[config.mk]
export PLATFORM = sky130hd
export DESIGN_NAME = fpsqrt_cfg
export DESIGN_NICKNAME = d
export VERILOG_FILES = /design/src/rtl/fpsqrt_pkg.sv /design/src/rtl/fpsqrt_cfg.sv
export SDC_FILE = /design/constraint.sdc
export NUM_CORES = 1
export LEC_CHECK = 0
export CAP_MARGIN = 20
export CORE_AREA = 2 2 39 41
export DETAILED_ROUTE_END_ITERATION = 10
export DIE_AREA = 0 0 41 43
export DONT_BUFFER_PORTS = 1
export PLACE_DENSITY = 0.52
export SYNTH_ARGS = -nofsm -noshare
export SYNTH_HDL_FRONTEND = slang
export SYNTH_SLANG_ARGS = --single-unit
[constraint.sdc]
create_clock -name i_clk -period 0.9 [get_ports i_clk]
set_input_delay 0.225 -clock i_clk [delete_from_list [all_inputs] [get_ports i_clk]]
set_output_delay 0.225 -clock i_clk [all_outputs]
set_load 0.05 [all_outputs]
[src/rtl/fpsqrt_pkg.sv]
// Package for the fixed-point square root block.
// Holds widths, register addresses and the pipeline stage record; no dependencies.

package fpsqrt_pkg;

    localparam int RADICAND_BITS   = 32;
    localparam int FRAC_FIELD_BITS = 5;
    localparam int ROOT_FIELD_BITS = 32;
    localparam int FRAC_BITS_MAX   = 16;

    // The scaled radicand is padded to an even width so that digit pairs stay aligned.
    localparam int SCALED_BITS = 2 * ((RADICAND_BITS + 1) / 2) + 2 * FRAC_BITS_MAX;
    localparam int ROOT_BITS   = SCALED_BITS / 2;
    localparam int REM_BITS    = ROOT_BITS + 2;
    localparam int LATENCY     = ROOT_BITS + 1;

    localparam int APB_ADDR_BITS = 3;
    localparam int APB_DATA_BITS = 32;
    localparam int REG_IDX_BITS  = APB_ADDR_BITS - 2;

    localparam logic [REG_IDX_BITS-1:0] REG_FRAC_BITS = '0;

    typedef struct packed {
        logic                   valid;
        logic [SCALED_BITS-1:0] scaled;
        logic [REM_BITS-1:0]    rem;
        logic [ROOT_BITS-1:0]   root;
    } t_stage;

endpackage

[src/rtl/fpsqrt_cfg.sv]
// Configuration register file holding the fractional-bit count.
// Depends on fpsqrt_pkg for address and data widths.

module fpsqrt_cfg (
    input  logic                                i_clk,
    input  logic                                i_rst_n,
    input  logic                                psel,
    input  logic                                penable,
    input  logic                                pwrite,
    input  logic [fpsqrt_pkg::APB_ADDR_BITS-1:0] paddr,
    input  logic [fpsqrt_pkg::APB_DATA_BITS-1:0] pwdata,
    output logic [fpsqrt_pkg::APB_DATA_BITS-1:0] prdata,
    output logic                                pready,
    output logic [fpsqrt_pkg::FRAC_FIELD_BITS-1:0] o_frac_bits
);
    import fpsqrt_pkg::*;

    logic [FRAC_FIELD_BITS-1:0] r_frac_bits;
    logic [FRAC_FIELD_BITS-1:0] n_frac_bits;
    logic [REG_IDX_BITS-1:0]    w_index;
    logic                       w_write;

    assign w_index = paddr[APB_ADDR_BITS-1:2];
    assign w_write = psel && penable && pwrite && pready;
    assign pready  = 1'b1;

    always_comb begin
        n_frac_bits = r_frac_bits;
        if (w_write && (w_index == REG_FRAC_BITS)) begin
            n_frac_bits = pwdata[FRAC_FIELD_BITS-1:0];
        end
    end

    always_ff @(posedge i_clk) begin
        if (!i_rst_n) begin
            r_frac_bits <= '0;
        end else begin
            r_frac_bits <= n_frac_bits;
        end
    end

    always_comb begin
        prdata = '0;
        if (w_index == REG_FRAC_BITS) begin
            prdata = APB_DATA_BITS'(r_frac_bits);
        end
    end

    assign o_frac_bits = r_frac_bits;

endmodule

==> metrics.md <==
| Metric | Value |
|---|---|
| Fin crit period | `1.051 ns` |
| Gate power share | `0.403` |
| Post-DP HPWL | `approximately 580 um` |
| Pint | `0.4081 mW` |
| Share of layout cells above drive strength 1 | `0.3077` |
| Failing checks | `setup timing` |
| Sequential cell area fraction in the yosys report | `0.2111` |
| Max FFs per register | `5` |
| Number of global-route vias before repair | `232` |
| Largest net degree at the start of global routing | `11` |
| Clock Skew | `0 ns` |
| Max rail drop VDD | `0.3922 mV` |
| EDFF count, synth | `0` |
| CP endpoint kind | `primary output` |
| CTS root buffer | `clkbuf_4` |
| Initial core utilization | `0.3427` |
| Clock buffer count from CTS | `3` |
| Fin util | `0.3454` |
| Final setup vio count | `10` |
| Critical path's slowest cell | `dfxtp_4` |
| Footprint of the multi-input gates | `252.7 um2` |
| Clock-pin slew on the worst setup and hold paths | `approximately 0.04 ns` |
| FP Rows | `14` |
| Most frequent cell after synthesis | `buf_4` |
| Die height | `roughly 43 um` |
| DRT antenna net count | `0` |
| Sw Pwr | `~0.38 mW` |
| Most area-consuming cells after synthesis | `buf_4, dfxtp_1, mux2i_1, and2b_2, nand2_1` |
| Max-Cap Viols | `0` |
| Mean post-synth cell area | `8.176 um2` |
| Max-slew violations | `0` |
| H-tree Lvls | `1` |
| Yosys reg bits | `5` |
| Leakage power total | `0.2429 nW` |
| Sw Ratio | `0.4823` |
| Remaining global-route overflow | `0` |
| Fillers | `approximately 170` |
| Hold Path Depth | `2` |
| Residual DRC | `0` |
| Clk_lat worst skew | `0.23 ns` |
| Max Buffers Root-to-Sink | `2` |
| TritonCTS clock tree | `built` |
| Routed WL | `676 um` |
| CP Depth | `1` |
| Part of the power in registers | `0.277` |
| # IOs | `78` |
| Area Overhead vs Synth | `0.7914%` |
| Nets | `between 100 and 150` |
| Warnings, synthesis | `0` |
| Post_cts resized | `0` |
| FF+latch area | `between 100 and 150 um2` |
| Share of synthesized registers carrying an async set or reset | `0` |
| Crit path max fanout | `2` |
| Post-Synthesis Cells | `58` |
| # hold bufs at CTS | `0` |
| Synthesized area | `about 470 um2` |
| Vias | `between 200 and 300` |
| Critical path class | `flop to primary output` |
| Hold WS | `0.1212 ns` |
| Pwr per Cell Area | `1649 nW/um2` |
| Netlist cell types | `9` |
| Startpoint class of the critical path | `flop` |
| Antenna violations before repair | `0` |
| Fin. Hold Viols | `0` |
| Max Clk Rate | `951.7 MHz` |
| DR pass1 iterations | `1` |
| Most frequent cells after synthesis | `buf_4, nand2_1, and2b_2, dfxtp_1, mux2i_1` |
| CP required | `0.67 ns` |
| Buffers on Ports | `0` |
| Avg Vias per Cell | `3.630` |
| Reg2reg setup slack | `0.11 ns` |
| First-pass GRT wire length | `786 um` |
| Gr usage total | `0.07207` |
| Drt wl/cell | `8.346 um` |
| Iter 0 DRT Violations | `0` |
| Clock share of power | `0.320` |
| CP top delay family | `flip-flops` |
| Reg2Reg Depth | `3` |
| Crit path DAT | `around 0.83 ns` |
| Die area | `1763 um2` |
| Setup bufs post-CTS | `0` |
| RSZ-0062 raised after global routing | `yes` |
| Largest stage delay, worst path | `~0.34 ns` |
| Die width | `41 um` |
| Worst-path cell chain | `and2b_4` |
| Cell taking the most area after synthesis | `buf_4` |
| N_diodes | `0` |
| Status | `complete, but fails checks` |
| Final worst-path setup slack | `-0.1508 ns` |
| Sum Neg Setup Slack | `-1.069 ns` |
| CORE AREA | `~1400 um2` |
| RePlAce Congestion | `0.5118` |
| Worst Path Buf+Inv | `0` |
| Fin cells | `a little over 80` |
| Worst hold path type | `input port to flop` |
| Clock sinks | `5` |
| Cell total after placement | `77` |
| Top-area cell type share of the netlist area | `0.4433` |
| Fin crit share | `1.168` |
| Ys flop type | `dfxtp_1` |
power by group through the flow:
stage               Combinational, mW  Clock (mW)  Sequential (mW)
finish                          0.318       0.252            0.218
global route                    0.329       0.281            0.219
CTS                             0.315       0.267            0.218
detailed placement              0.315           0            0.222
global placement                0.314           0            0.222
floorplan                       0.387           0            0.240
placed cells by master, fill, tap and decap left out:
cell      instances
nand2_1          10
buf_6             2
dfxtp_4           5
conb_1           28
buf_4             5
mux2i_1           5
clkbuf_1          1
and2b_4           5
and4b_1           1
clkbuf_4          3
cell families after synthesis:
group / share of synthesized area
buf+inv: 0.4749
flops: 0.2111
mux: 0.1055
other cells: 0.01584
simple gates: 0.1926
worst paths after layout:
| kind | from | end |
|---|---|---|
| setup / recovery | o_frac_bits[4] | prdata[4] |
| hold / removal | pwdata[4] | o_frac_bits[4] |
| setup reg to reg | o_frac_bits[3] | o_frac_bits[3] |
| hold reg to reg | o_frac_bits[2] | o_frac_bits[2] |
metrics by stage:
step	instance area [um2]	power (mW)	worst slack (ns)
6_report	478.0	0.7883	-0.1508
3_3_place_gp	444.2	0.5358	0.04648
4_1_cts	470.5	0.7998	-0.1536
5_1_grt	478.0	0.8284	-0.1764
2_1_floorplan	596.8	0.6272	-0.02237
3_5_place_dp	444.2	0.5368	0.02360
final cells by class:
type / instances / area share
Tap cell: 16 / 0.04188
Sequential cell: 5 / 0.2487
Clock buffer: 4 / 0.05497
Multi-Input combinational cell: 49 / 0.5288
Timing Repair Buffer: 7 / 0.1257
metal layers:
metal / GRT usage / vias up / part of all wire
li1: - / 134 / -
met1: 0.04459 / 129 / 0.28
met2: 0.1281 / 31 / 0.53
met3: 0.01047 / 0 / 0.19
met4: 0.1000 / 0 / 0
met5: 0 / - / 0
Power figures use the tool's default switching activity.
