## config.mk

```make
export PLATFORM = sky130hd
export DESIGN_NAME = fpsqrt_scale
export DESIGN_NICKNAME = d
export VERILOG_FILES = /design/src/rtl/fpsqrt_pkg.sv /design/src/rtl/fpsqrt_scale.sv
export SDC_FILE = /design/constraint.sdc
export NUM_CORES = 1
export LEC_CHECK = 0
export ABC_AREA = 1
export BUFFER_PORTS_ARGS = -buffer_cell sky130_fd_sc_hd__clkbuf_2
export CORE_UTILIZATION = 45
export DETAILED_ROUTE_END_ITERATION = 10
export PLACE_DENSITY = 0.77
export SKIP_LAST_GASP = 1
export SYNTH_ARGS = -nofsm -noshare
export SYNTH_HDL_FRONTEND = slang
export SYNTH_SLANG_ARGS = --single-unit
```

## constraint.sdc

```tcl
create_clock -name i_clk -period 2.67 [get_ports i_clk]
set_clock_uncertainty 0.1 [all_clocks]
set_input_delay 0.267 -clock i_clk [delete_from_list [all_inputs] [get_ports i_clk]]
set_output_delay 0.267 -clock i_clk [all_outputs]
set_load 0.01 [all_outputs]
```

## src/rtl/fpsqrt_pkg.sv

```systemverilog
// Package for the fixed-point square root block.
// Holds widths, register addresses and the pipeline stage record; no dependencies.

package fpsqrt_pkg;

    localparam int RADICAND_BITS   = 32;
    localparam int FRAC_FIELD_BITS = 5;
    localparam int ROOT_FIELD_BITS = 32;
    localparam int FRAC_BITS_MAX   = 16;

    // The scaled radicand is padded to an even width so that digit pairs stay aligned.
    localparam int SCALED_BITS = 2 * ((RADICAND_BITS + 1) / 2) + 2 * FRAC_BITS_MAX;
    localparam int ROOT_BITS   = SCALED_BITS / 2;
    localparam int REM_BITS    = ROOT_BITS + 2;
    localparam int LATENCY     = ROOT_BITS + 1;

    localparam int APB_ADDR_BITS = 3;
    localparam int APB_DATA_BITS = 32;
    localparam int REG_IDX_BITS  = APB_ADDR_BITS - 2;

    localparam logic [REG_IDX_BITS-1:0] REG_FRAC_BITS = '0;

    typedef struct packed {
        logic                   valid;
        logic [SCALED_BITS-1:0] scaled;
        logic [REM_BITS-1:0]    rem;
        logic [ROOT_BITS-1:0]   root;
    } t_stage;

endpackage

```

## src/rtl/fpsqrt_scale.sv

```systemverilog
// Input stage: masks the radicand, saturates the fractional-bit count and scales by 4^F.
// Depends on fpsqrt_pkg for widths and the stage record.

module fpsqrt_scale (
    input  logic                                   i_clk,
    input  logic                                   i_rst_n,
    input  logic                                   i_valid,
    input  logic [fpsqrt_pkg::ROOT_FIELD_BITS-1:0] i_radicand,
    input  logic [fpsqrt_pkg::FRAC_FIELD_BITS-1:0] i_frac_bits,
    output fpsqrt_pkg::t_stage                     o_stage
);
    import fpsqrt_pkg::*;

    logic                       r_valid;
    logic [SCALED_BITS-1:0]     r_scaled;
    logic [SCALED_BITS-1:0]     n_scaled;
    logic [FRAC_FIELD_BITS-1:0] w_frac_sat;

    always_comb begin
        if (i_frac_bits > FRAC_FIELD_BITS'(FRAC_BITS_MAX)) begin
            w_frac_sat = FRAC_FIELD_BITS'(FRAC_BITS_MAX);
        end else begin
            w_frac_sat = i_frac_bits;
        end
        n_scaled = SCALED_BITS'(i_radicand[RADICAND_BITS-1:0]) << {w_frac_sat, 1'b0};
    end

    always_ff @(posedge i_clk) begin
        if (!i_rst_n) begin
            r_valid <= 1'b0;
        end else begin
            r_valid <= i_valid;
        end
    end

    always_ff @(posedge i_clk) begin
        r_scaled <= n_scaled;
    end

    assign o_stage.valid  = r_valid;
    assign o_stage.scaled = r_scaled;
    assign o_stage.rem    = '0;
    assign o_stage.root   = '0;

endmodule

```

==> results of run 1 <==
==> critical path, cell delays in order <==
cell and delay [ns]:
clkbuf_2 0.22, buf_4 0.24, nor2_2 0.74, nand2_1 0.15
nand2_1 0.13, nand2_1 0.07, and2_1 0.16, nand2_1 0.08
nand3_1 0.09, o21ai_1 0.11
==> state kept, by name, indices dropped and copies added, names as in the netlist <==
| register | flops |
|---|---|
| r_scaled | 64 |
| r_valid | 1 |
==> report_power, final <==
part | switching [W] | internal (W) | total [W]
combinational | 0.000448 | 0.000212 | 0.000660
sequential | 0.0000262 | 0.00106 | 0.00109
clock | 0.000369 | 0.000354 | 0.000723
total | 0.000843 | 0.00163 | 0.00247
==> cell type report <==
| type | count | area share, % |
|---|---|---|
| flip-flops and latches | 65 | 29.02 |
| inverters | 21 | 1.758 |
| clock inverters | 3 | 0.3906 |
| well taps | 108 | 3.013 |
| clock buffers | 12 | 3.237 |
| repair buffers | 118 | 14.06 |
| multi-input cells | 496 | 48.52 |
==> worst max-delay path by stage <==
| stage | startpoint | to | slack [ns] | depth (start not counted) |
|---|---|---|---|---|
| 3_3_place_gp | i_frac_bits[4] | r_scaled[28] | 0.31 | 8 |
| 2_1_floorplan | i_frac_bits[4] | r_scaled[31] | 1.13 | 11 |
| 5_1_grt | i_frac_bits[4] | r_scaled[27] | 0.35 | 9 |
| 6_report | i_frac_bits[4] | r_scaled[26] | 0.57 | 10 |
| 3_5_place_dp | i_frac_bits[4] | r_scaled[44] | 0.26 | 8 |
| 4_1_cts | i_frac_bits[4] | r_scaled[26] | 0.61 | 10 |
==> per-layer routing <==
layer	vias up	GRT usage, %	part of all wire [%]
met1	1906	34.76	44
li1	2076	-	-
met3	40	4.335	9.4
met2	304	36.67	44
met4	0	12.86	3.5
met5	-	0	0
==> cells in the mapped netlist <==
library cell | n | area [um^2]
nand2_1 | 191 | 716.9
nand3_1 | 150 | 750.7
buf_4 | 75 | 563.0
dfxtp_1 | 65 | 1301
nor2_1 | 31 | 116.4
buf_2 | 16 | 80.08
inv_1 | 15 | 56.30
o21ai_0 | 15 | 75.07
o21ai_1 | 14 | 70.07
clkbuf_1 | 11 | 41.29
nand4_1 | 9 | 56.30
a21oi_1 | 6 | 30.03
inv_2 | 5 | 18.77
buf_6 | 3 | 33.78
o22ai_1 | 3 | 18.77
and2_1 | 2 | 12.51
nor2_2 | 2 | 12.51
o211ai_1 | 2 | 15.01
a21o_1 | 1 | 7.510
a21oi_4 | 1 | 16.27
clkinv_1 | 1 | 3.750
conb_1 | 1 | 3.750
nand2_2 | 1 | 6.260
nand2_4 | 1 | 11.26
o211ai_2 | 1 | 12.51
==> through the flow <==
step | utilization, % | instance area [um^2] | power, W | hold WS, ns
after floorplan | - | 4274 | 0.001610 | 0.2605
after global placement | 49.57 | 4302 | 0.001750 | 0.3477
after detailed placement | 49.57 | 4302 | 0.001752 | 0.3554
after CTS | 51.67 | 4484 | 0.002470 | 0.07511
after global routing | 51.67 | 4484 | 0.002609 | 0.1058
final | 51.67 | 4484 | 0.002468 | 0.08123
==> logic make-up (layout without fill, tap and decap cells) <==
logic type,count (synthesis),count (layout),synth area share (%)
flops,65,65,32.29
buf+inv,126,154,19.78
simple gates,387,387,41.76
other cells,1,66,0.09305
compound gates,43,43,6.085
==> repair_timing <==
item,4_1_cts,5_1_grt
hold buffers,2,0
hold endpoints to repair,1,0
resized for setup,0,0
endpoints found under the setup margin,0,0
==> impl_metrics.ini, run 1 <==
[clock_network]
cts_max_level = 3
cts_setup_buffers = 0
cts_tree = built
clock_sinks = 65
path_clk_slew_ns = 0.07
cts_root_buf = clkbuf_8
clockBufferDepth = 2
numCtsBuffers = 9

[place]
numPlacedInstances = 806
dp_slack_ns = 0.2649
portBuffers = 104
place.gp.congestion = 0.9135
dp_hpwl_mm = 8.422

[synthesis]
yosys_warnings = 0
synth-seq-cells = 65
ys_seq_area_share_pct = 32.29
syn_area_per_cell_um2 = 6.479
syn_inst = 622
synth_cell_types = 25
synth_area_mm2 = 0.004030

[route]
num_vias = 4326
drt_iter0_drc = 341
wl_per_cell_um = 14.23
drc = 0
vias_per_cell = 5.256
drt-pass1-iter-count = 5
drt-total-wl_mm = 11.71
ant_nets = 0

[setup_path]
worst_setup_path_start_kind = input pin
crit_fanout = 24
required_ns = 2.85
crit_path_end_kind = flip-flop
worstPathArrival_ns = 2.28
criticalPathCategory = input pin to flip-flop

[layout]
stdcell_count = 823
diodes = 0
area_growth_pct = 11.27
seq_area_mm2 = 0.001301
nNetsFinal = 751
final_cell_mix = nand2_1, nand3_1, clkbuf_2, conb_1, dfxtp_1
final_common_cell = nand2_1
multi_input_area_mm2 = 0.002176
drive_gt1_share_pct = 19.58
fill_cells = 935

[pwr]
powerDensity_mw_per_mm2 = 550.4
leakagePower_nw = 2.452
peakVddDrop_v = 0.0002078

[global_route]
grt_antenna_before_repair = 0
grt_pass1_wl_mm = 18.89
grt_pass1_vias = 3814
grt_start_max_net_pins = 49
overflow = 0
grt_use_total_pct = 24.92

[min_path]
hold_class = input pin to flip-flop
worstHoldStart = i_radicand[15]
holdPathStages = 3
min_to = r_scaled[47]

[job]
maxCapViolations = 0

[die]
std_cell_rows = 34
die_x_um = 96.64
die_h_um = 96.64
coreArea_mm2 = 0.008678
start_util_pct = 46.44
io_pins = 171
dieArea_mm2 = 0.009338

[timing]
min_period_ns = 2.101
worstMarginPinSlew_ns = 1.102
timing.final.hold_violations = 0
finalCritPeriodShare_pct = 78.68
setup-violations-final = 0
fmax_mhz = 476.0
maxSlewViolCount = 0
fin_setup_tns_ns = 0
rsz0062_at_grt = false
max_slew_margin_pct = 26.28
timing.final.ws_setup_ns = 0.5692

[run_status]
status = completed
No activity file was read; power rests on OpenSTA's default activity.
==> run 2, diff against run 1 <==
- ABC_AREA: 1 -> 0
- CORE_UTILIZATION: 45 -> 44
- PLACE_DENSITY: 0.77 -> 0.79
- clock period: 2.67 -> 1.7 ns (I/O delays scaled with it)
==> run 2 against run 1 <==
Net effect: non-clock buffer count increased by 92; power is 80% higher; utilization rose by 9.2 points; via count is 1.1% lower; clock power grew 110%; routed wire length increased by 22%; die area is 0.33% higher; largest power group unchanged; hold slack worse by 0.080 ns; combinational power rose by 86%; sequential cell count unchanged; sequential share of layout area decreased by 4.5 points; sequential power is 54% higher; critical endpoint is now r_scaled[32].
==> impl_metrics.ini, run 2 <==
[route]
vias_per_cell = 5.497
wl_per_cell_um = 18.32
drt-pass1-iter-count = 6
num_vias = 4277
drt_iter0_drc = 332
drt-total-wl_mm = 14.25
ant_nets = 0
drc = 0

[layout]
final_util_pct = 60.85
area_growth_pct = 34.21
drive_gt1_share_pct = 34.18
largest-register = r_scaled
final_common_cell = clkbuf_2
nNetsFinal = 705
diodes = 0
reg_top3 = r_scaled (64), r_valid (1)
largest_register_ff_count = 64
final_cell_mix = clkbuf_2, buf_4, conb_1, dfxtp_1

[timing]
worstMarginPinSlew_ns = 0.6976
max_slew_margin_pct = 53.32
rsz0062_at_grt = false
maxSlewViolCount = 0
finalCritPeriodShare_pct = 97.85
fin_setup_tns_ns = 0
min_period_ns = 1.663
fmax_mhz = 601.2
timing.final.hold_violations = 0
setup-violations-final = 0

[synthesis]
synth_fa_ha_area_share_pct = 0
synth_top_cell_area_share_pct = 32.91
synth_top_family_by_area = compound AO/OA/AOI/OAI gates
synth-simple-area-share_pct = 15.66
synth_cell_types = 44
synth-seq-cells = 65
syn_inst = 479
synth_area_mm2 = 0.003954
synthArstFlopShare_pct = 0
synth_compound_area_share_pct = 21.30
yosys_warnings = 0
yosys.area.top_type = dfxtp_1
synth_edf_count = 0
yosysMostFrequentCell = buf_4
synth_xor_area_share_pct = 0
syn_area_per_cell_um2 = 8.254
synth_ff_type = dfxtp_1
synth.top_cells.by_count = buf_4, dfxtp_1, mux2i_1
ys_seq_area_share_pct = 32.91
synth_area_leaders = dfxtp_1, buf_4, mux2i_1
post_synth_mux_area_share_pct = 13.16

[place]
portBuffers = 104
dp_hpwl_mm = 10.77
place.gp.congestion = 0.9389

[die]
std_cell_rows = 34
dieArea_mm2 = 0.009369
io_pins = 171
die_h_um = 96.80
coreArea_mm2 = 0.008721
start_util_pct = 45.34
die_x_um = 96.80

[global_route]
grt_pass1_vias = 4020
overflow = 0
grt_pass1_wl_mm = 21.17
grt_start_max_net_pins = 19
grt_use_total_pct = 29.42
grt_antenna_before_repair = 0

[pwr]
powerDensity_mw_per_mm2 = 836.1
peakVddDrop_v = 0.0004151
leakagePower_nw = 2.601

[clock_network]
cts_tree = built
cts_root_buf = clkbuf_8
clockBufferDepth = 2
cts_max_level = 3
clock_sinks = 65
numCtsBuffers = 9
path_clk_slew_ns = 0.08

[setup_path]
criticalPathCategory = input pin to flip-flop
required_ns = 1.81
worst_setup_path_start_kind = input pin
crit_path_end_kind = flip-flop
worstPathArrival_ns = 1.78
crit_fanout = 9

[job]
maxCapViolations = 0

[min_path]
hold_class = input pin to flip-flop

[run_status]
status = completed
-- run 2: layout make-up --
| class | count | area [um^2] |
|---|---|---|
| clock inverters | 6 | 90.09 |
| multi-input cells | 376 | 2255 |
| well taps | 108 | 135.1 |
| flip-flops and latches | 65 | 1301 |
| inverters | 3 | 11.26 |
| repair buffers | 210 | 1376 |
| fillers | 782 | 3415 |
| clock buffers | 10 | 137.6 |
-- run 2: critical path, stage by stage --
cell and delay [ns]:
clkbuf_2 0.20, nand2b_1 0.41, mux2i_1 0.28, buf_4 0.16
o22ai_1 0.09, a21oi_1 0.30, o211ai_1 0.16
-- run 2: routing by layer --
layer	track usage [%]	up-vias	wire length, um
met3	4.480	57	1194
li1	-	1966	-
met1	36.30	1950	5761
met4	17.34	0	702
met5	0	-	0
met2	48.48	304	6592
-- run 2: worst paths after layout --
path,end,depth (start not counted),start
setup / recovery,r_scaled[32],7,i_frac_bits[4]
hold / removal,r_scaled[44],3,i_radicand[12]
-- run 2: kinds of logic (layout without fill, tap and decap cells) --
logic type	after synthesis	in the layout
buffers and inverters	103	229
other	1	66
DFF	65	65
and+or+nand+nor	132	132
AOI/OAI and AO/OA	129	129
muxes	49	49
-- run 2: where the power goes --
group / switching [W] / internal [W] / leakage (nW) / total, W
Clock: 0.000651 / 0.000871 / 0.113 / 0.00152
Sequential: 0.0000365 / 0.00165 / 0.540 / 0.00168
Combinational: 0.000716 / 0.000515 / 1.95 / 0.00123
Total: 0.00140 / 0.00303 / 2.60 / 0.00444
-- run 2: repair_timing --
item,4_1_cts,5_1_grt
endpoints found under the setup margin,0,6
hold buffers,9,0
resized for setup,0,4
buffers inserted,0,0
endpoints found under the hold margin,8,0
-- run 2: through the flow --
step / cells / hold slack, ns / setup slack, ns / total power, W / cell area [um^2]
floorplan: 544 / 0.1731 / 0.07665 / 0.002434 / 4198
global placement: 753 / 0.2742 / -0.2280 / 0.002893 / 4969
detailed placement: 753 / 0.2885 / -0.2509 / 0.002892 / 4969
CTS: 778 / 0.005958 / 0.03007 / 0.004429 / 5286
global route: 778 / 0.01378 / 0.01006 / 0.004605 / 5306
finish: 778 / 0.001639 / 0.03652 / 0.004437 / 5306
==> run 3, diff against run 2 <==
--- a/config.mk
+++ b/config.mk
@@ -8,2 +8,3 @@
 export ABC_AREA = 0
+export ABC_CLOCK_PERIOD_IN_PS = 1700
 export BUFFER_PORTS_ARGS = -buffer_cell sky130_fd_sc_hd__clkbuf_2
==> constraint.sdc (replaced) <==
create_clock -name i_clk -period 1.7 [get_ports i_clk]
set_clock_uncertainty 0.1 [all_clocks]
set_input_delay 0.34 -clock i_clk [delete_from_list [all_inputs] [get_ports i_clk]]
set_output_delay 0.34 -clock i_clk [all_outputs]
set_load 0.01 [all_outputs]
==> run 3 against run 2 <==
Net effect: the flow now finishes with violations (setup timing); worst setup slack worse by 0.087 ns; critical path depth decreased by 1; clock-buffer cell count is the same; sequential cell count unchanged; global-route usage up 1.2 points; largest power group unchanged; sequential power about the same; sequential share of layout area down 0.13 points; highest routed layer unchanged; via count up 1.1%; critical endpoint is now r_scaled[23]; utilization grew 0.32 points; design area rose by 0.52%.
==> impl_metrics.ini, run 3 (synthesis results as in run 2) <==
[place]
numPlacedInstances = 759
dpl-instance-area_mm2 = 0.005012
place.gp.congestion = 0.9781
dp_hpwl_mm = 11.10
portBuffers = 104

[layout]
final_util_pct = 61.16
diodes = 0
final_common_cell = clkbuf_2
area_growth_pct = 34.91
reg_top3 = r_scaled (64), r_valid (1)
largest_register_ff_count = 64
nNetsFinal = 702
drive_gt1_share_pct = 38.08
final_cell_mix = clkbuf_2, buf_4, conb_1, dfxtp_1, nand2_1
fill_cells = 790
largest-register = r_scaled
design_area_mm2 = 0.005334
stdcell_count = 775

[die]
start_util_pct = 45.34
coreArea_mm2 = 0.008721
die_x_um = 96.80
std_cell_rows = 34
io_pins = 171
dieArea_mm2 = 0.009369
die_h_um = 96.80

[global_route]
use_met2_pct = 49.62
grt_use_met1_pct = 38.43
grt_use_total_pct = 30.61
grt_antenna_before_repair = 0
grt_pass1_wl_mm = 22.15
use_met3_pct = 4.986
overflow = 0
grt_start_max_net_pins = 28
grt_pass1_vias = 4087
grt_busiest_layer = met2

[setup_path]
required_ns = 1.82
crit_fanout = 13
criticalPathCategory = input pin to flip-flop
crit_path_end_kind = flip-flop
worst_setup_path_start_kind = input pin
worstPathArrival_ns = 1.87

[clock_network]
cts_max_level = 3
path_clk_slew_ns = 0.08
cts_root_buf = clkbuf_8
hold_buffers = 0
clockBufferDepth = 2
cts_tree = built
numCtsBuffers = 9
clock_sinks = 65

[timing]
fin_setup_tns_ns = -0.05080
timing.final.hold_violations = 0
finalCritPeriodShare_pct = 103.0
min_period_ns = 1.751
timing.final.ws_setup_ns = -0.05080
worstMarginPinSlew_ns = 0.5185
setup-violations-final = 1
rsz0062_at_grt = true
whs_ns = 0.09066
maxSlewViolCount = 0
fmax_mhz = 571.2
max_slew_margin_pct = 65.36

[route]
drt-total-wl_mm = 14.41
vias_per_cell = 5.581
drt_iter0_drc = 342
wl_per_cell_um = 18.59
drc = 0
num_vias = 4325
ant_nets = 0
drt-pass1-iter-count = 6

[min_path]
hold_class = input pin to flip-flop
min_to = r_valid
holdPathStages = 2
worstHoldStart = i_valid

[pwr]
leakagePower_nw = 2.570
powerDensity_mw_per_mm2 = 831.4
peakVddDrop_v = 0.0004370

[run_status]
status = finished with violations
failed_checks = setup timing

[job]
maxCapViolations = 0
[run 3: report_power, final]
| group | switching [W] | total [W] | internal (W) |
|---|---|---|---|
| logic | 0.000732 | 0.00126 | 0.000524 |
| registers | 0.0000358 | 0.00168 | 0.00165 |
| clock network | 0.000664 | 0.00150 | 0.000831 |
[run 3: area by class of cell]
class / instances / area (um^2) / share of cell area, %
Sequential cell: 65 / 1301 / 24.40
Inverter: 3 / 11.26 / 0.2111
Multi-Input combinational cell: 376 / 2351 / 44.08
Clock buffer: 10 / 127.6 / 2.393
Tap cell: 108 / 135.1 / 2.533
Timing Repair Buffer: 207 / 1316 / 24.68
Clock inverter: 6 / 91.34 / 1.712
[run 3: repair_timing]
item                       CTS  global route
setup endpoints to repair   17            38
pin swaps                    0             0
gates resized for setup      4            22
buffers inserted             0             0
[run 3: metal layers]
layer / vias to the layer above / part of all wire [%]
met5: - / 0
met4: 0 / 4.7
met3: 55 / 9.3
met2: 333 / 46
met1: 1978 / 40
li1: 1959 / -
[run 3: per-stage QoR]
stage                     total power [W]  setup slack [ns]
after floorplan                  0.002444          -0.04788
after global placement           0.002898           -0.4230
after detailed placement         0.002906           -0.4436
after CTS                        0.004402          -0.07463
after global routing             0.004627          -0.04775
final                            0.004435          -0.05080
[run 3: worst max-delay path by stage]
stage | start | endpoint | slack [ns] | cells past startpoint
finish | i_frac_bits[4] | r_scaled[23] | -0.05 | 6
floorplan | i_frac_bits[1] | r_scaled[28] | -0.05 | 7
global route | i_frac_bits[4] | r_scaled[23] | -0.05 | 6
detailed placement | i_frac_bits[4] | r_scaled[36] | -0.44 | 5
global placement | i_frac_bits[4] | r_scaled[32] | -0.42 | 7
CTS | i_frac_bits[4] | r_scaled[36] | -0.07 | 5
[run 3: worst max-delay path, stage by stage]
cell	delay (ns)
clkbuf_4	0.18
nor2b_4	0.18
buf_6	0.22
mux4_2	0.56
a222oi_1	0.29
inv_1	0.09
