$ cat config.mk
export PLATFORM = sky130hd
export DESIGN_NAME = fpsqrt_stage
export DESIGN_NICKNAME = d
export VERILOG_FILES = /design/src/rtl/fpsqrt_pkg.sv /design/src/rtl/fpsqrt_stage.sv
export SDC_FILE = /design/constraint.sdc
export NUM_CORES = 1
export LEC_CHECK = 0
export CORE_AREA = 5 5 111 113
export DETAILED_ROUTE_END_ITERATION = 10
export DIE_AREA = 0 0 116 118
export DONT_BUFFER_PORTS = 1
export GPL_ROUTABILITY_DRIVEN = 0
export PLACE_DENSITY_LB_ADDON = 0.25
export RECOVER_POWER = 100
export SLEW_MARGIN = 25
export SYNTH_ARGS = -nofsm -noshare
export SYNTH_HDL_FRONTEND = slang
export SYNTH_SLANG_ARGS = --single-unit
$ cat constraint.sdc
create_clock -name i_clk -period 3.1 [get_ports i_clk]
set_input_delay 0.62 -clock i_clk [delete_from_list [all_inputs] [get_ports i_clk]]
set_output_delay 0.62 -clock i_clk [all_outputs]
set_load 0.005 [all_outputs]
$ cat src/rtl/fpsqrt_pkg.sv
// Package for the fixed-point square root block.
// Holds widths, register addresses and the pipeline stage record; no dependencies.

package fpsqrt_pkg;

    localparam int RADICAND_BITS   = 32;
    localparam int FRAC_FIELD_BITS = 5;
    localparam int ROOT_FIELD_BITS = 32;
    localparam int FRAC_BITS_MAX   = 16;

    // The scaled radicand is padded to an even width so that digit pairs stay aligned.
    localparam int SCALED_BITS = 2 * ((RADICAND_BITS + 1) / 2) + 2 * FRAC_BITS_MAX;
    localparam int ROOT_BITS   = SCALED_BITS / 2;
    localparam int REM_BITS    = ROOT_BITS + 2;
    localparam int LATENCY     = ROOT_BITS + 1;

    localparam int APB_ADDR_BITS = 3;
    localparam int APB_DATA_BITS = 32;
    localparam int REG_IDX_BITS  = APB_ADDR_BITS - 2;

    localparam logic [REG_IDX_BITS-1:0] REG_FRAC_BITS = '0;

    typedef struct packed {
        logic                   valid;
        logic [SCALED_BITS-1:0] scaled;
        logic [REM_BITS-1:0]    rem;
        logic [ROOT_BITS-1:0]   root;
    } t_stage;

endpackage

$ cat src/rtl/fpsqrt_stage.sv
// One digit stage of the square root pipeline: yields one root bit per item.
// Depends on fpsqrt_pkg for widths and the stage record.

module fpsqrt_stage (
    input  logic               i_clk,
    input  logic               i_rst_n,
    input  fpsqrt_pkg::t_stage i_stage,
    output fpsqrt_pkg::t_stage o_stage
);
    import fpsqrt_pkg::*;

    logic                   r_valid;
    logic [SCALED_BITS-1:0] r_scaled;
    logic [REM_BITS-1:0]    r_rem;
    logic [ROOT_BITS-1:0]   r_root;
    logic [SCALED_BITS-1:0] n_scaled;
    logic [REM_BITS-1:0]    n_rem;
    logic [ROOT_BITS-1:0]   n_root;
    logic [REM_BITS-1:0]    w_rem_shift;
    logic [REM_BITS-1:0]    w_trial;

    always_comb begin
        w_rem_shift = {i_stage.rem[REM_BITS-3:0], i_stage.scaled[SCALED_BITS-1 -: 2]};
        w_trial     = {i_stage.root, 2'b01};
        n_scaled    = {i_stage.scaled[SCALED_BITS-3:0], 2'b00};
        if (w_rem_shift >= w_trial) begin
            n_rem  = w_rem_shift - w_trial;
            n_root = {i_stage.root[ROOT_BITS-2:0], 1'b1};
        end else begin
            n_rem  = w_rem_shift;
            n_root = {i_stage.root[ROOT_BITS-2:0], 1'b0};
        end
    end

    always_ff @(posedge i_clk) begin
        if (!i_rst_n) begin
            r_valid <= 1'b0;
        end else begin
            r_valid <= i_stage.valid;
        end
    end

    always_ff @(posedge i_clk) begin
        r_scaled <= n_scaled;
        r_rem    <= n_rem;
        r_root   <= n_root;
    end

    assign o_stage.valid  = r_valid;
    assign o_stage.scaled = r_scaled;
    assign o_stage.rem    = r_rem;
    assign o_stage.root   = r_root;

endmodule

==> results of run 1 <==
placed cells by master, fill, tap and decap left out, types with 3 or more instances in the layout:
| cell | netlist | layout |
|---|---|---|
| sky130_fd_sc_hd__nand2_1 | 53 | 53 |
| sky130_fd_sc_hd__clkbuf_1 | 6 | 3 |
| sky130_fd_sc_hd__clkbuf_16 | 0 | 17 |
| sky130_fd_sc_hd__nand2b_1 | 3 | 3 |
| sky130_fd_sc_hd__a21oi_1 | 36 | 36 |
| sky130_fd_sc_hd__o21ai_1 | 16 | 4 |
| sky130_fd_sc_hd__nor3_1 | 3 | 3 |
| sky130_fd_sc_hd__o21ai_0 | 30 | 42 |
| sky130_fd_sc_hd__nor4_1 | 4 | 4 |
| sky130_fd_sc_hd__nor2_1 | 21 | 21 |
| sky130_fd_sc_hd__o21a_1 | 5 | 5 |
| sky130_fd_sc_hd__clkinv_2 | 0 | 3 |
| sky130_fd_sc_hd__xnor2_1 | 14 | 14 |
| sky130_fd_sc_hd__ha_1 | 34 | 34 |
| sky130_fd_sc_hd__nand3_1 | 11 | 11 |
| sky130_fd_sc_hd__buf_4 | 6 | 8 |
| sky130_fd_sc_hd__xor2_1 | 13 | 13 |
| sky130_fd_sc_hd__and2_1 | 3 | 3 |
| sky130_fd_sc_hd__o211ai_1 | 4 | 4 |
| sky130_fd_sc_hd__a31oi_1 | 3 | 3 |
| sky130_fd_sc_hd__clkinvlp_4 | 0 | 3 |
| sky130_fd_sc_hd__nand4_1 | 7 | 7 |
| sky130_fd_sc_hd__bufinv_16 | 0 | 3 |
| sky130_fd_sc_hd__a211oi_1 | 5 | 5 |
| sky130_fd_sc_hd__inv_1 | 49 | 49 |
| sky130_fd_sc_hd__dfxtp_1 | 129 | 129 |
| sky130_fd_sc_hd__a21o_1 | 11 | 11 |
| sky130_fd_sc_hd__o21bai_1 | 6 | 6 |
sequential cells by signal (all words and copies together) (netlist names):
signal / count
r_rem: 34
r_root: 32
r_scaled: 62
r_valid: 1
power groups by stage:
stage / clock (mW) / sequential (mW) / combinational [mW]
after floorplan: 0 / 1.90 / 0.458
after global placement: 0 / 1.95 / 0.548
after detailed placement: 0 / 1.95 / 0.558
after CTS: 1.98 / 1.92 / 0.565
after global routing: 2.08 / 1.92 / 0.622
final: 1.94 / 1.91 / 0.555
how the worst max path moves through the flow:
stage / start / to / slack, ns / cells after the start
2_1_floorplan: i_stage[9] / r_rem[25]$_DFF_P_ / 0.43 / 12
3_3_place_gp: i_stage[2] / r_rem[29]$_DFF_P_ / 0.18 / 10
3_5_place_dp: i_stage[9] / r_rem[9]$_DFF_P_ / 0.16 / 11
4_1_cts: i_stage[9] / r_rem[25]$_DFF_P_ / 0.56 / 11
5_1_grt: i_stage[13] / r_rem[9]$_DFF_P_ / 0.27 / 10
6_report: i_stage[13] / r_rem[9]$_DFF_P_ / 0.47 / 10
layer usage:
layer,part of all wire,routed length (um)
met4,0.025,337
met1,0.36,4820
met5,0,0
met2,0.52,7030
met3,0.098,1330
logic make-up (layout without fill, tap and decap cells):
kind of cell               after synthesis  count (layout)
DFF                                    129             129
other                                    1               3
AOI/OAI and AO/OA                      144             144
adders and majority gates               34              34
xor gates and xnor gates                27              27
and+or+nand+nor                        117             117
buffers and inverters                   65              89
worst max-delay path, delay by kind of cell:
kind | cells | cell delay [ns]
AO/OA/AOI/OAI | 5 | 1.41
adder cells (fa/ha/maj) | 1 | 0.39
buffers and inverters | 2 | 0.26
AND/OR/NAND/NOR | 2 | 0.22
cell type report:
cell class | count | area [sq um]
Sequential cell | 129 | 2580
Clock buffer | 21 | 450
Multi-Input combinational cell | 324 | 2170
Tap cell | 143 | 179
Inverter | 49 | 184
Fill cell | 1044 | 5440
Clock inverter | 10 | 136
Antenna cell | 1 | 2.50
Timing Repair Buffer | 9 | 80.1
through the flow:
step | std cells | hold WS [ns] | worst slack (ns)
after floorplan | 518 | 0.648 | 0.426
after global placement | 654 | 0.648 | 0.183
after detailed placement | 654 | 0.648 | 0.159
after CTS | 685 | 0.221 | 0.561
after global routing | 686 | 0.216 | 0.271
final | 686 | 0.239 | 0.473
==> impl_metrics.xml, run 1 <==
<?xml version="1.0" encoding="UTF-8"?>
<metrics>
  <group name="power_and_ir_drop">
    <metric name="power-per-cell-area" unit="mW/mm^2">761</metric>
    <metric name="total_leakage_power" unit="nW">2.59</metric>
    <metric name="p_total" unit="mW">4.40</metric>
    <metric name="net-switching-power" unit="mW">1.09</metric>
    <metric name="share_clk_of_total_power" unit="">0.441</metric>
    <metric name="power.switching_fraction" unit="">0.247</metric>
    <metric name="ir_worst_vdd" unit="uV">594</metric>
    <metric name="share_comb_of_total_power" unit="">0.126</metric>
    <metric name="seq_power_share" unit="">0.433</metric>
    <metric name="p_int" unit="mW">3.32</metric>
  </group>
  <group name="clock_network">
    <metric name="cts_max_path_buffers" unit="">2</metric>
    <metric name="post_cts_resized" unit="">0</metric>
    <metric name="clk_transition_reported_paths" unit="ns">0.06</metric>
    <metric name="clock_sink_count" unit="">129</metric>
    <metric name="clock_tree.htree_level_count" unit="">4</metric>
    <metric name="clk_root_buffer_cell" unit="">sky130_fd_sc_hd__clkbuf_16</metric>
    <metric name="tritoncts.num_buffers" unit="">17</metric>
    <metric name="cts_hold_buf" unit="">0</metric>
    <metric name="cts.repair_timing.setup_buffer_count" unit="">0</metric>
    <metric name="clock_tree_from_tritoncts" unit="">yes</metric>
  </group>
  <group name="floorplanning">
    <metric name="placement_row_count" unit="">39</metric>
    <metric name="die_height" unit="um">118</metric>
    <metric name="floorplan.die.width" unit="um">116</metric>
    <metric name="top_level_ports" unit="">264</metric>
    <metric name="placeableCoreArea" unit="sq mm">0.0112</metric>
    <metric name="floorplan.die_area" unit="sq mm">0.0137</metric>
    <metric name="initial_core_util" unit="">0.450</metric>
  </group>
  <group name="grt">
    <metric name="grt_antenna_before_repair" unit="">1</metric>
    <metric name="busiest_layer" unit="">met2</metric>
    <metric name="gr-total-overflow" unit="">0</metric>
    <metric name="grt_util_met3" unit="">0.0823</metric>
    <metric name="use_met1" unit="">0.185</metric>
    <metric name="number_of_global_route_vias_before_repair" unit="">3616</metric>
    <metric name="fraction_of_met2_tracks_used_by_global_routing" unit="">0.346</metric>
    <metric name="maximum_number_of_pins_on_one_net_before_global_route_repair" unit="">53</metric>
    <metric name="grt.total_usage" unit="">0.190</metric>
    <metric name="grt_first_pass_wirelength" unit="mm">19.9</metric>
  </group>
  <group name="job">
    <metric name="cap_violations" unit="">0</metric>
  </group>
  <group name="synth">
    <metric name="synth_warnings" unit="">0</metric>
    <metric name="synth-seq-area-share" unit="">0.511</metric>
    <metric name="synth.avg_cell_area" unit="sq um">9.77</metric>
    <metric name="yosys.cell_types.count" unit="">60</metric>
    <metric name="netlist_instances" unit="">517</metric>
    <metric name="synth_top_cells_by_count" unit="">sky130_fd_sc_hd__dfxtp_1 (129), sky130_fd_sc_hd__nand2_1 (53), sky130_fd_sc_hd__inv_1 (49)</metric>
    <metric name="mappedNetlistArea" unit="sq mm">0.00505</metric>
    <metric name="post-synth-top-count-cell" unit="">sky130_fd_sc_hd__dfxtp_1</metric>
    <metric name="ys_top_cells_by_area" unit="">sky130_fd_sc_hd__dfxtp_1 (51%), sky130_fd_sc_hd__ha_1 (8.4%), sky130_fd_sc_hd__nand2_1 (3.9%)</metric>
    <metric name="mux_cell_area_share_after_synthesis" unit="">0</metric>
    <metric name="synth-compound-area-share" unit="">0.188</metric>
    <metric name="synth_flop_cell" unit="">sky130_fd_sc_hd__dfxtp_1</metric>
    <metric name="synthAdderAreaFrac" unit="">0.0842</metric>
    <metric name="async_reset_ff_frac" unit="">0</metric>
    <metric name="parity_gate_share_of_the_synthesized_area_counting_xor_and_xnor_cells" unit="">0.0468</metric>
    <metric name="register_bit_count_reported_by_yosys" unit="">129</metric>
    <metric name="synth_enable_flop_cells" unit="">0</metric>
    <metric name="yosys_top_cell_by_area" unit="">sky130_fd_sc_hd__dfxtp_1</metric>
    <metric name="largest_family_of_logic_cells_by_synthesized_area" unit="">compound AO/OA/AOI/OAI gates</metric>
    <metric name="synth_top_area_share" unit="">0.511</metric>
    <metric name="synth_simple_gate_area_frac" unit="">0.111</metric>
  </group>
  <group name="placed_design">
    <metric name="post_dp_cell_area" unit="sq mm">0.00522</metric>
    <metric name="detailed_place_hpwl" unit="mm">10.9</metric>
    <metric name="place.port_buffers" unit="">0</metric>
  </group>
  <group name="setup_path">
    <metric name="cp_max_stage_delay" unit="ns">0.50</metric>
    <metric name="required_time_at_the_worst_slack_endpoint" unit="ns">3.39</metric>
    <metric name="peak_fanout_along_the_critical_path" unit="">52</metric>
    <metric name="endpoint_kind" unit="">flip-flop</metric>
    <metric name="critical_path_class" unit="">in2reg</metric>
    <metric name="start_kind" unit="">primary input</metric>
    <metric name="crit_path_top_delay_cell" unit="">sky130_fd_sc_hd__a221oi_1</metric>
    <metric name="arrival" unit="ns">2.92</metric>
    <metric name="timing.critical_path.cells" unit="">inv_1 -&gt; ha_1 -&gt; a21oi_1 -&gt; o211ai_1 -&gt; a221oi_1 -&gt; nor2_1 -&gt; a21boi_4 -&gt; buf_12 -&gt; nor3b_1 -&gt; a21o_1</metric>
  </group>
  <group name="detailed_routing">
    <metric name="vias_per_cell" unit="">5.40</metric>
    <metric name="num_vias" unit="">3701</metric>
    <metric name="drt_iter0_markers" unit="">213</metric>
    <metric name="firstDrtPassIters" unit="">5</metric>
    <metric name="wl_per_cell" unit="um">19.7</metric>
    <metric name="drc_violations_left" unit="">0</metric>
    <metric name="antenna_left" unit="">0</metric>
    <metric name="wl" unit="mm">13.5</metric>
  </group>
  <group name="finish">
    <metric name="finalInstanceArea" unit="sq mm">0.00579</metric>
    <metric name="layout_nets" unit="">697</metric>
    <metric name="drive_above_1_share" unit="">0.0904</metric>
    <metric name="post-route-util" unit="">0.516</metric>
    <metric name="syn2layout_area_growth" unit="%">14.6</metric>
  </group>
  <group name="worst_hold_path">
    <metric name="min-delay-path-class" unit="">in2reg</metric>
    <metric name="hold_depth" unit="">0</metric>
    <metric name="holdPathEnd" unit="">r_root[20]$_DFF_P_</metric>
    <metric name="hold_path_startpoint" unit="">i_stage[19]</metric>
  </group>
  <group name="timing">
    <metric name="timing.fmax" unit="MHz">381</metric>
    <metric name="final-max-slew-violation-count" unit="">0</metric>
    <metric name="hold_viol" unit="">0</metric>
    <metric name="crit_path_time_final" unit="ns">2.63</metric>
    <metric name="setup-tns-final" unit="ns">0</metric>
    <metric name="tightestPinTransition" unit="ns">0.510</metric>
    <metric name="timing.final.setup_violations" unit="">0</metric>
    <metric name="fin_crit_sh" unit="">0.848</metric>
    <metric name="grt_setup_unrepaired" unit="">false</metric>
    <metric name="maxSlewHeadroom" unit="">0.651</metric>
  </group>
  <group name="status">
    <metric name="run_status" unit="">completed</metric>
  </group>
</metrics>
Power figures use the tool's default switching activity.
==> run 2, diff against run 1 <==
- ABC_AREA: not set -> 1
- CORE_AREA: 5 5 111 113 -> 5 5 118 120
- DIE_AREA: 0 0 116 118 -> 0 0 123 125
- clock period: 3.1 -> 2.4 ns (I/O delays scaled with it)
==> run 2 against run 1 <==
Via count rose by 27%. Worst hold slack lost 0.17 ns. Routed wire length increased by 21%. Sequential share of layout area fell by 4.8 points. Global-route usage up 2.0 points. Critical path depth up 1. Utilization is 1.2 points lower. Critical endpoint is now r_rem[26]$_DFF_P_.
==> impl_metrics.xml, run 2 <==
<?xml version="1.0" encoding="UTF-8"?>
<metrics>
  <group name="detailed_routing">
    <metric name="firstDrtPassIters" unit="">6</metric>
    <metric name="drc_violations_left" unit="">0</metric>
    <metric name="drt_iter0_markers" unit="">292</metric>
    <metric name="vias_per_cell" unit="">4.85</metric>
    <metric name="wl_per_cell" unit="um">16.8</metric>
    <metric name="wl" unit="mm">16.3</metric>
    <metric name="num_vias" unit="">4703</metric>
    <metric name="antenna_left" unit="">0</metric>
  </group>
  <group name="grt">
    <metric name="grt.total_usage" unit="">0.211</metric>
    <metric name="gr-total-overflow" unit="">0</metric>
    <metric name="maximum_number_of_pins_on_one_net_before_global_route_repair" unit="">34</metric>
    <metric name="grt_antenna_before_repair" unit="">2</metric>
    <metric name="grt_first_pass_wirelength" unit="mm">25.1</metric>
    <metric name="number_of_global_route_vias_before_repair" unit="">4684</metric>
  </group>
  <group name="timing">
    <metric name="hold_viol" unit="">0</metric>
    <metric name="fin_crit_sh" unit="">0.821</metric>
    <metric name="setup-tns-final" unit="ns">0</metric>
    <metric name="crit_path_time_final" unit="ns">1.97</metric>
    <metric name="hold_slack" unit="ns">0.0695</metric>
    <metric name="final-max-slew-violation-count" unit="">0</metric>
    <metric name="layout_setup_ws" unit="ns">0.429</metric>
    <metric name="timing.fmax" unit="MHz">507</metric>
    <metric name="grt_setup_unrepaired" unit="">false</metric>
    <metric name="timing.final.setup_violations" unit="">0</metric>
  </group>
  <group name="finish">
    <metric name="layout_commonest_cell" unit="">sky130_fd_sc_hd__nand2_1</metric>
    <metric name="fin_cells" unit="">970</metric>
    <metric name="layout_nets" unit="">946</metric>
    <metric name="largest_register_ffs" unit="">62</metric>
    <metric name="fill_cells" unit="">1275</metric>
    <metric name="layout.cells.most_common_list" unit="">sky130_fd_sc_hd__nand2_1 (277), sky130_fd_sc_hd__dfxtp_1 (129), sky130_fd_sc_hd__inv_1 (124)</metric>
    <metric name="drive_above_1_share" unit="">0.0707</metric>
    <metric name="syn2layout_area_growth" unit="%">13.4</metric>
    <metric name="reg_top3" unit="">r_scaled: 62 flops, r_rem: 34 flops, r_root: 32 flops</metric>
    <metric name="area_of_the_multi_input_gates" unit="sq mm">0.00251</metric>
    <metric name="ff_latch_area" unit="sq mm">0.00258</metric>
    <metric name="registers.top_by_ff_count" unit="">r_scaled</metric>
  </group>
  <group name="floorplanning">
    <metric name="placeableCoreArea" unit="sq mm">0.0129</metric>
    <metric name="initial_core_util" unit="">0.444</metric>
    <metric name="die_height" unit="um">125</metric>
    <metric name="floorplan.die.width" unit="um">123</metric>
    <metric name="top_level_ports" unit="">264</metric>
    <metric name="placement_row_count" unit="">42</metric>
    <metric name="floorplan.die_area" unit="sq mm">0.0154</metric>
  </group>
  <group name="synth">
    <metric name="yosys.cell_types.count" unit="">32</metric>
    <metric name="synth_enable_flop_cells" unit="">0</metric>
    <metric name="synth.avg_cell_area" unit="sq um">7.51</metric>
    <metric name="synth_top_area_share" unit="">0.452</metric>
    <metric name="ys_top_cells_by_area" unit="">sky130_fd_sc_hd__dfxtp_1 (45%), sky130_fd_sc_hd__nand2_1 (17%), sky130_fd_sc_hd__inv_1 (8.1%)</metric>
    <metric name="netlist_instances" unit="">761</metric>
    <metric name="mappedNetlistArea" unit="sq mm">0.00572</metric>
    <metric name="synth_flop_cell" unit="">sky130_fd_sc_hd__dfxtp_1</metric>
    <metric name="register_bit_count_reported_by_yosys" unit="">129</metric>
    <metric name="post-synth-top-count-cell" unit="">sky130_fd_sc_hd__nand2_1</metric>
    <metric name="yosys_top_cell_by_area" unit="">sky130_fd_sc_hd__dfxtp_1</metric>
    <metric name="synth_warnings" unit="">0</metric>
    <metric name="synth_top_cells_by_count" unit="">sky130_fd_sc_hd__nand2_1 (260), sky130_fd_sc_hd__dfxtp_1 (129), sky130_fd_sc_hd__inv_1 (124)</metric>
    <metric name="synth-seq-area-share" unit="">0.452</metric>
    <metric name="async_reset_ff_frac" unit="">0</metric>
  </group>
  <group name="worst_hold_path">
    <metric name="min-delay-path-class" unit="">in2reg</metric>
  </group>
  <group name="clock_network">
    <metric name="clk_transition_reported_paths" unit="ns">0.06</metric>
    <metric name="cts.repair_timing.setup_buffer_count" unit="">0</metric>
    <metric name="clock_tree_from_tritoncts" unit="">yes</metric>
    <metric name="cts_max_path_buffers" unit="">2</metric>
    <metric name="clk_root_buffer_cell" unit="">sky130_fd_sc_hd__clkbuf_16</metric>
    <metric name="post_cts_resized" unit="">0</metric>
    <metric name="tritoncts.num_buffers" unit="">17</metric>
    <metric name="cts_hold_buf" unit="">0</metric>
    <metric name="clock_sink_count" unit="">129</metric>
    <metric name="clock_tree.htree_level_count" unit="">4</metric>
  </group>
  <group name="placed_design">
    <metric name="detailed_place_hpwl" unit="mm">13.3</metric>
    <metric name="place_worst_setup_slack" unit="ns">0.0294</metric>
    <metric name="place.port_buffers" unit="">0</metric>
    <metric name="place.detailed.instances" unit="">936</metric>
  </group>
  <group name="job">
    <metric name="cap_violations" unit="">0</metric>
  </group>
  <group name="power_and_ir_drop">
    <metric name="total_leakage_power" unit="nW">3.44</metric>
    <metric name="ir_worst_vdd" unit="uV">503</metric>
    <metric name="power-per-cell-area" unit="mW/mm^2">917</metric>
  </group>
  <group name="setup_path">
    <metric name="endpoint_kind" unit="">flip-flop</metric>
    <metric name="peak_fanout_along_the_critical_path" unit="">25</metric>
    <metric name="arrival" unit="ns">2.28</metric>
    <metric name="critical_path_class" unit="">in2reg</metric>
    <metric name="start_kind" unit="">primary input</metric>
    <metric name="required_time_at_the_worst_slack_endpoint" unit="ns">2.70</metric>
  </group>
  <group name="status">
    <metric name="run_status" unit="">completed</metric>
  </group>
</metrics>
[run 2: per-layer routing]
metal | GRT usage | vias up | part of all wire
met2 | 0.368 | 260 | 0.50
met1 | 0.214 | 2047 | 0.35
met3 | 0.0939 | 33 | 0.12
met4 | 0.0958 | 0 | 0.032
li1 | - | 2363 | -
met5 | 0 | - | 0
[run 2: cell type report]
type,instances,share of cell area
antenna,2,0.000772
clock inverter,13,0.0272
multi-input combinational,499,0.388
clock buffer,19,0.0683
inverter,125,0.0732
sequential,129,0.398
timing repair buffer,7,0.0100
tap,176,0.0340
[run 2: final timing paths]
check | start | to | slack (ns) | depth (start not counted)
setup / recovery | i_stage[21] | r_rem[26]$_DFF_P_ | 0.43 | 11
hold / removal | i_stage[3] | r_root[4]$_DFF_P_ | 0.07 | 0
[run 2: through the flow]
stage | total power [mW] | cell area (sq um) | util
after global routing | 6.25 | 6480 | 0.503
after floorplan | 3.11 | 5720 | -
after global placement | 3.31 | 5900 | 0.459
final | 5.95 | 6480 | 0.503
after CTS | 6.02 | 6520 | 0.507
after detailed placement | 3.31 | 5900 | 0.459
[run 2: worst max-delay path: stages]
cell and delay [ns]:
sky130_fd_sc_hd__inv_1 0.02, sky130_fd_sc_hd__ha_1 0.37, sky130_fd_sc_hd__a21oi_1 0.31, sky130_fd_sc_hd__o21ai_0 0.16, sky130_fd_sc_hd__a21oi_1 0.22, sky130_fd_sc_hd__nand3_2 0.12
sky130_fd_sc_hd__nand2_2 0.12, sky130_fd_sc_hd__nand2_8 0.10, sky130_fd_sc_hd__buf_12 0.18, sky130_fd_sc_hd__nand3_1 0.11, sky130_fd_sc_hd__nand2_1 0.06
[run 2: cells by family (layout without fill, tap and decap cells)]
| logic type | Yosys count | count (layout) | share of synthesized area |
|---|---|---|---|
| and+or+nand+nor | 399 | 399 | 0.301 |
| buffers and inverters | 134 | 164 | 0.101 |
| DFF | 129 | 129 | 0.452 |
| AOI/OAI and AO/OA | 47 | 47 | 0.0449 |
| adders and majority gates | 34 | 34 | 0.0744 |
| xor gates and xnor gates | 17 | 17 | 0.0260 |
| other | 1 | 4 | 0.000656 |
[run 2: report_power, final]
group	total (mW)	switching (mW)	internal, mW	leakage (nW)
sequential	2.45	0.113	2.34	1.09
combinational	0.802	0.519	0.283	2.05
clock	2.69	1.01	1.68	0.298
